[src/hdl/wsfd_pkg.sv]
package wsfd_pkg;

    localparam int unsigned LEN_W = 64;

    localparam logic [6:0] LEN7_EXT16 = 7'd126;
    localparam logic [6:0] LEN7_EXT64 = 7'd127;
    localparam logic [3:0] EXT16_BYTES = 4'd2;
    localparam logic [3:0] EXT64_BYTES = 4'd8;
    localparam logic [2:0] MASK_KEY_BYTES = 3'd4;
    localparam logic [LEN_W-1:0] MAX_LEN_RESET = 64'd268435456;

    localparam logic [3:0] OP_CONT = 4'h0;
    localparam logic [3:0] OP_TEXT = 4'h1;
    localparam logic [3:0] OP_BINARY = 4'h2;
    localparam logic [3:0] OP_CLOSE = 4'h8;
    localparam logic [3:0] OP_PING = 4'h9;
    localparam logic [3:0] OP_PONG = 4'hA;

    typedef enum logic [1:0] {
        KIND_HEADER  = 2'd0,
        KIND_PAYLOAD = 2'd1,
        KIND_ERROR   = 2'd2
    } kind_t;

    typedef enum logic [1:0] {
        ERR_RSV       = 2'd0,
        ERR_OPCODE    = 2'd1,
        ERR_TOO_LARGE = 2'd2
    } err_code_t;

    typedef enum logic [4:0] {
        PH_BYTE0   = 5'b00001,
        PH_BYTE1   = 5'b00010,
        PH_EXTLEN  = 5'b00100,
        PH_MASK    = 5'b01000,
        PH_PAYLOAD = 5'b10000
    } phase_t;

    typedef struct packed {
        kind_t            kind;
        logic             fin;
        logic [3:0]       opcode;
        logic [LEN_W-1:0] payload_length;
        logic [7:0]       payload_byte;
        logic             last;
        err_code_t        error_code;
    } result_t;

    function automatic logic opcode_known(input logic [3:0] op);
        return (op == OP_CONT) || (op == OP_TEXT) || (op == OP_BINARY) ||
               (op == OP_CLOSE) || (op == OP_PING) || (op == OP_PONG);
    endfunction

endpackage

[src/hdl/websocket_frame_decoder.sv]
// Result words are registered; one that meets a stalled result register waits in the skid entry.
// Throughput: one stream byte per cycle while s_ready is high, set by the single registered decode step.
// A two-entry output stage (result register plus skid) keeps s_ready high while one
// result waits; s_ready drops only when both entries are full.
// Reset (aresetn low, synchronous) returns to the first header byte, clears the
// halt after an error, empties the output stage and restores the length limit.
module websocket_frame_decoder
    import wsfd_pkg::*;
(
    input  logic             aclk,
    input  logic             aresetn,
    input  logic             cfg_valid,
    output logic             cfg_ready,
    input  logic [LEN_W-1:0] cfg_max_payload_length,
    input  logic             s_valid,
    output logic             s_ready,
    input  logic [7:0]       s_stream_byte,
    output logic             m_valid,
    input  logic             m_ready,
    output logic [1:0]       m_kind,
    output logic             m_fin,
    output logic [3:0]       m_opcode,
    output logic [LEN_W-1:0] m_payload_length,
    output logic [7:0]       m_payload_byte,
    output logic             m_last,
    output logic [1:0]       m_error_code
);

    logic [LEN_W-1:0] max_len_reg;
    phase_t           phase_reg, phase_next;
    logic             halted_reg, halted_next;
    logic             fin_reg, fin_next;
    logic [3:0]       opcode_reg, opcode_next;
    logic             masked_reg, masked_next;
    logic [3:0]       ext_left_reg, ext_left_next;
    logic [LEN_W-1:0] len_acc_reg, len_acc_next;
    logic [31:0]      key_reg, key_next;
    logic [2:0]       key_left_reg, key_left_next;
    logic [LEN_W-1:0] remaining_reg, remaining_next;
    logic [1:0]       mask_idx_reg, mask_idx_next;

    logic             out_valid_reg, out_valid_next;
    result_t          out_reg, out_next;
    logic             skid_valid_reg, skid_valid_next;
    result_t          skid_reg, skid_next;

    logic             accept;
    logic             produce;
    result_t          res;
    logic             len_check;
    logic             do_header;
    logic [LEN_W-1:0] len_val;
    logic [LEN_W-1:0] hdr_len;
    logic [LEN_W-1:0] shifted_len;
    logic [7:0]       key_byte;

    assign cfg_ready = 1'b1;
    assign s_ready   = !skid_valid_reg;
    assign accept    = s_valid && s_ready;

    assign shifted_len = {len_acc_reg[LEN_W-9:0], s_stream_byte};

    always_comb begin
        case (mask_idx_reg)
            2'd0:    key_byte = key_reg[31:24];
            2'd1:    key_byte = key_reg[23:16];
            2'd2:    key_byte = key_reg[15:8];
            default: key_byte = key_reg[7:0];
        endcase
    end

    always_comb begin
        phase_next     = phase_reg;
        halted_next    = halted_reg;
        fin_next       = fin_reg;
        opcode_next    = opcode_reg;
        masked_next    = masked_reg;
        ext_left_next  = ext_left_reg;
        len_acc_next   = len_acc_reg;
        key_next       = key_reg;
        key_left_next  = key_left_reg;
        remaining_next = remaining_reg;
        mask_idx_next  = mask_idx_reg;
        produce        = 1'b0;
        res            = '0;
        len_check      = 1'b0;
        do_header      = 1'b0;
        len_val        = len_acc_reg;
        hdr_len        = len_acc_reg;

        if (accept && !halted_reg) begin
            case (phase_reg)
                PH_BYTE0: begin
                    if (s_stream_byte[6:4] != 3'd0) begin
                        produce        = 1'b1;
                        res.kind       = KIND_ERROR;
                        res.error_code = ERR_RSV;
                        halted_next    = 1'b1;
                    end else if (!opcode_known(s_stream_byte[3:0])) begin
                        produce        = 1'b1;
                        res.kind       = KIND_ERROR;
                        res.error_code = ERR_OPCODE;
                        halted_next    = 1'b1;
                    end else begin
                        fin_next    = s_stream_byte[7];
                        opcode_next = s_stream_byte[3:0];
                        phase_next  = PH_BYTE1;
                    end
                end
                PH_BYTE1: begin
                    masked_next  = s_stream_byte[7];
                    len_acc_next = '0;
                    if (s_stream_byte[6:0] == LEN7_EXT16) begin
                        ext_left_next = EXT16_BYTES;
                        phase_next    = PH_EXTLEN;
                    end else if (s_stream_byte[6:0] == LEN7_EXT64) begin
                        ext_left_next = EXT64_BYTES;
                        phase_next    = PH_EXTLEN;
                    end else begin
                        len_val   = {{(LEN_W-7){1'b0}}, s_stream_byte[6:0]};
                        len_check = 1'b1;
                    end
                end
                PH_EXTLEN: begin
                    len_acc_next  = shifted_len;
                    ext_left_next = ext_left_reg - 4'd1;
                    if (ext_left_reg == 4'd1) begin
                        len_val   = shifted_len;
                        len_check = 1'b1;
                    end
                end
                PH_MASK: begin
                    key_next      = {key_reg[23:0], s_stream_byte};
                    key_left_next = key_left_reg - 3'd1;
                    if (key_left_reg == 3'd1) begin
                        hdr_len   = len_acc_reg;
                        do_header = 1'b1;
                    end
                end
                PH_PAYLOAD: begin
                    produce          = 1'b1;
                    res.kind         = KIND_PAYLOAD;
                    res.fin          = fin_reg;
                    res.opcode       = opcode_reg;
                    res.payload_byte = masked_reg ? (s_stream_byte ^ key_byte) : s_stream_byte;
                    mask_idx_next    = mask_idx_reg + 2'd1;
                    remaining_next   = remaining_reg - {{(LEN_W-1){1'b0}}, 1'b1};
                    if (remaining_reg == {{(LEN_W-1){1'b0}}, 1'b1}) begin
                        res.last   = 1'b1;
                        phase_next = PH_BYTE0;
                    end
                end
                default: begin
                    phase_next = PH_BYTE0;
                end
            endcase
        end

        if (len_check) begin
            len_acc_next = len_val;
            key_next     = '0;
            if (len_val > max_len_reg) begin
                produce        = 1'b1;
                res.kind       = KIND_ERROR;
                res.error_code = ERR_TOO_LARGE;
                halted_next    = 1'b1;
            end else if (masked_next) begin
                key_left_next = MASK_KEY_BYTES;
                phase_next    = PH_MASK;
            end else begin
                hdr_len   = len_val;
                do_header = 1'b1;
            end
        end

        if (do_header) begin
            produce            = 1'b1;
            res.kind           = KIND_HEADER;
            res.fin            = fin_reg;
            res.opcode         = opcode_reg;
            res.payload_length = hdr_len;
            remaining_next     = hdr_len;
            mask_idx_next      = 2'd0;
            if (hdr_len == '0) begin
                res.last   = 1'b1;
                phase_next = PH_BYTE0;
            end else begin
                phase_next = PH_PAYLOAD;
            end
        end
    end

    // The result register drains from the skid entry first; the skid entry only
    // fills while the result register is stalled.
    always_comb begin
        out_valid_next  = out_valid_reg;
        out_next        = out_reg;
        skid_valid_next = skid_valid_reg;
        skid_next       = skid_reg;
        if (!out_valid_reg || m_ready) begin
            if (skid_valid_reg) begin
                out_valid_next  = 1'b1;
                out_next        = skid_reg;
                skid_valid_next = 1'b0;
            end else begin
                out_valid_next = produce;
                out_next       = res;
            end
        end else if (produce) begin
            skid_valid_next = 1'b1;
            skid_next       = res;
        end
    end

    always_ff @(posedge aclk) begin
        if (!aresetn) begin
            max_len_reg    <= MAX_LEN_RESET;
            phase_reg      <= PH_BYTE0;
            halted_reg     <= 1'b0;
            out_valid_reg  <= 1'b0;
            skid_valid_reg <= 1'b0;
        end else begin
            if (cfg_valid && cfg_ready) begin
                max_len_reg <= cfg_max_payload_length;
            end
            phase_reg      <= phase_next;
            halted_reg     <= halted_next;
            out_valid_reg  <= out_valid_next;
            skid_valid_reg <= skid_valid_next;
        end
    end

    always_ff @(posedge aclk) begin
        fin_reg       <= fin_next;
        opcode_reg    <= opcode_next;
        masked_reg    <= masked_next;
        ext_left_reg  <= ext_left_next;
        len_acc_reg   <= len_acc_next;
        key_reg       <= key_next;
        key_left_reg  <= key_left_next;
        remaining_reg <= remaining_next;
        mask_idx_reg  <= mask_idx_next;
        out_reg       <= out_next;
        skid_reg      <= skid_next;
    end

    assign m_valid          = out_valid_reg;
    assign m_kind           = out_reg.kind;
    assign m_fin            = out_reg.fin;
    assign m_opcode         = out_reg.opcode;
    assign m_payload_length = out_reg.payload_length;
    assign m_payload_byte   = out_reg.payload_byte;
    assign m_last           = out_reg.last;
    assign m_error_code     = out_reg.error_code;

endmodule

[config.mk]
export PLATFORM = sky130hd
export DESIGN_NAME = websocket_frame_decoder
export DESIGN_NICKNAME = d
export VERILOG_FILES = /design/src/hdl/wsfd_pkg.sv /design/src/hdl/websocket_frame_decoder.sv
export SDC_FILE = /design/constraint.sdc
export NUM_CORES = 1
export LEC_CHECK = 0
export BUFFER_PORTS_ARGS = -buffer_cell sky130_fd_sc_hd__buf_2
export CAP_MARGIN = 20
export CORE_MARGIN = 2
export CORE_UTILIZATION = 30
export CTS_CLUSTER_DIAMETER = 100
export DETAILED_ROUTE_END_ITERATION = 7
export HOLD_SLACK_MARGIN = 0.06
export SLEW_MARGIN = 0
export SYNTH_ARGS = -nofsm -noshare
export SYNTH_HDL_FRONTEND = slang
export SYNTH_SLANG_ARGS = --single-unit
[constraint.sdc]
create_clock -name aclk -period 32.1 [get_ports aclk]
set_input_delay 4.815 -clock aclk [delete_from_list [all_inputs] [get_ports aclk]]
set_output_delay 4.815 -clock aclk [all_outputs]
set_load 0.1 [all_outputs]
==> reports/summary.txt <==
Fin crit period - 10.65 ns
Fin nets - 2076
Initial Util - 0.303
Clock Pin Slew Worst Setup and Hold Paths - 0.06 ns
Filler cells - 6646
Routed wire length - 60400 um
Site Rows - 95
Antenna violations before repair - 6
Register area share after synthesis - 0.551
Worst path required time - 32.32 ns
Status - complete, no violations
Max-cap violations - 0
Layout cells sized above 1 - 0.173
Initial DRC count - 1554
Skew-Pair Late Insertion Delay - 0.61 ns
RSZ-0062 raised after global routing - false
Ys Warns - 0
Reg2reg path depth - 17
Post-synth ARST share - 0
First-pass GRT wire length - 90800 um
#FFs+latches synth - 411
Synthesized area - 0.0204 mm2
Synth top cells by count - 301 x edfxtp_1, 163 x nand2_1, 123 x nor2_1
Vias in the first global route - 14.5k
Post-Syn Area per Cell - 11.3 um2
Hold Path Class - reg2reg
Main synth FF type - edfxtp_1
Synth-to-Final Area Change - 16.1%
Crit-path max FO - 66
WL/cell - 21.3 um
Setup Fix Bufs, Post-CTS - 0
Max FFs per register - 82
Synthesized Nets - 1951
RD Place Congestion - 0.947
Bufs on Longest Clock Path - 3
WHS Path Cells - 2
Setup_tns - 0 ns
Gr ovfl total - 0
Fin. max-slew vios - 0
CTS tree - yes
Detailed placer's ending HPWL - 43100 um
Clock root buffer - clkbuf_16
Unique cell type count in the Yosys netlist - 81
TritonRoute pass-1 iters - 7
Worst setup SP type - primary input
Post-Syn Instances - 1800
Vias per inst - 5.26
Die Wd - 265 um
Setup Skew - 0.0343 ns
Fin util - 0.352
Fmax - 0.0939 GHz
Lkg Pwr - 9.21 nW
Most frequent cell after synthesis - edfxtp_1
Final period utilization - 0.332
Die Ht - 265 um
Total I/O pin count - 162
Crit Path Category - in2reg
Synth area leader - edfxtp_1
Number of buffers created by CTS - 45
CP Capture Type - register
Number of setup violations in the final report - 0
Max transition margin - 0.263
Post-route antenna net violation count - 0
Area contributors post-synth - edfxtp_1 44%, dfxtp_1 11%, ha_1 4.5%
Cell Pwr Density - 54.0 mW/mm2
Core ar. - 0.0673 mm2
GRT Total Usage - 0.168
Routed vias - 14.9k
Number of synthesized flops with an enable pin - 301
H-tree lvl count - 2
CP Data Arrival Time - 10.86 ns
DIE AREA - 0.0701 mm2
Measured slew at the worst slew-check pin - 1.11 ns
# DRC - 0
Clk sinks - 411
Max VDD drop - 32.1 uV
Top-area cell type share of the netlist area - 0.443
Hold Fails Final Rpt - 0
Port bufs - 160
Largest net degree at the start of global routing - 78
Post-cts resize count - 0
Hold_buf cts - 0
-- path summary, 6_finish.rpt --
check,start,to,slack [ns]
max,s_valid,skid_reg[62],21.45
min reg2reg,key_reg[27],key_reg[27],0.46
max reg2reg,ext_left_reg[1],skid_reg[62],25.20
min,key_reg[27],key_reg[27],0.46
-- layout by cell type (no fill, tap or decap), types with 15 or more instances in the layout --
cell type  netlist  final
a21oi_1         83     83
nand3_1         20     19
edfxtp_1       301    301
inv_1           92     89
dfxtp_1        110    110
xnor2_1         52     52
a21o_1          27     27
a22o_1          99     99
nand4_1         19     19
buf_4            2     15
buf_2           17    159
nor3_1          39     37
nor2_1         123    121
and2_1          63     63
mux2_2          50     50
ha_1            74     74
xor2_1          18     18
nor4_1          29     29
mux2i_1         65     65
clkbuf_16        0     45
o21bai_1        48     48
or3_1           16     15
nand2_1        163    163
o21ai_0         41     41
-- per-layer routing --
metal | track usage | routed length (um) | up-vias
li1 | - | - | 6910
met1 | 0.242 | 28400 | 7308
met2 | 0.253 | 26100 | 561
met3 | 0.0356 | 4240 | 109
met4 | 0.0508 | 1660 | 12
met5 | 0 | 70 | -
-- cell type report --
class	instances	area (um2)	area share
Clock inverter	30	409	0.0173
Timing Repair Buffer	175	928	0.0392
Clock buffer	53	1180	0.0497
Tap cell	873	1090	0.0462
Sequential cell	411	11200	0.475
Antenna cell	1	2.50	0.000106
Multi-Input combinational cell	1199	8460	0.358
Inverter	93	350	0.0148
-- stage by stage --
step / power, mW / cells / area [um2] / hold slack (ns) / setup WS [ns]
3_3_place_gp: 0.734 / 2750 / 22100 / 0.441 / 20.90
3_5_place_dp: 0.735 / 2750 / 22100 / 0.448 / 20.90
6_report: 1.28 / 2835 / 23700 / 0.457 / 21.45
5_1_grt: 1.32 / 2834 / 23700 / 0.485 / 21.08
4_1_cts: 1.29 / 2833 / 23600 / 0.456 / 21.52
2_1_floorplan: 0.703 / 1800 / 20400 / 0.436 / 18.25
-- report_power, final --
group	switching [mW]	internal (mW)	total, mW
registers	0.00986	0.584	0.594
logic	0.103	0.0269	0.130
clock network	0.225	0.330	0.555
-- critical path, stage by stage --
cell	delay, ns
buf_2	0.11
nor3b_4	0.60
nand3_2	0.29
or3_2	0.91
a22o_1	0.41
ha_1	0.30
a21oi_1	0.17
o21ai_0	0.09
a222oi_1	0.32
or3b_2	0.50
a221o_1	0.34
o21ai_0	0.45
nand3_1	0.23
nand3_4	0.14
o21a_4	0.30
buf_4	0.73
-- kinds of logic after synthesis --
family | count (synthesis) | synth area share
buffers and inverters | 190 | 0.0368
xor gates and xnor gates | 70 | 0.0301
DFF | 411 | 0.551
AOI/OAI and AO/OA | 397 | 0.140
adders and majority gates | 74 | 0.0454
and+or+nand+nor | 542 | 0.136
other | 1 | 0.000184
muxes | 115 | 0.0595
(Power assumes the default switching activity.)
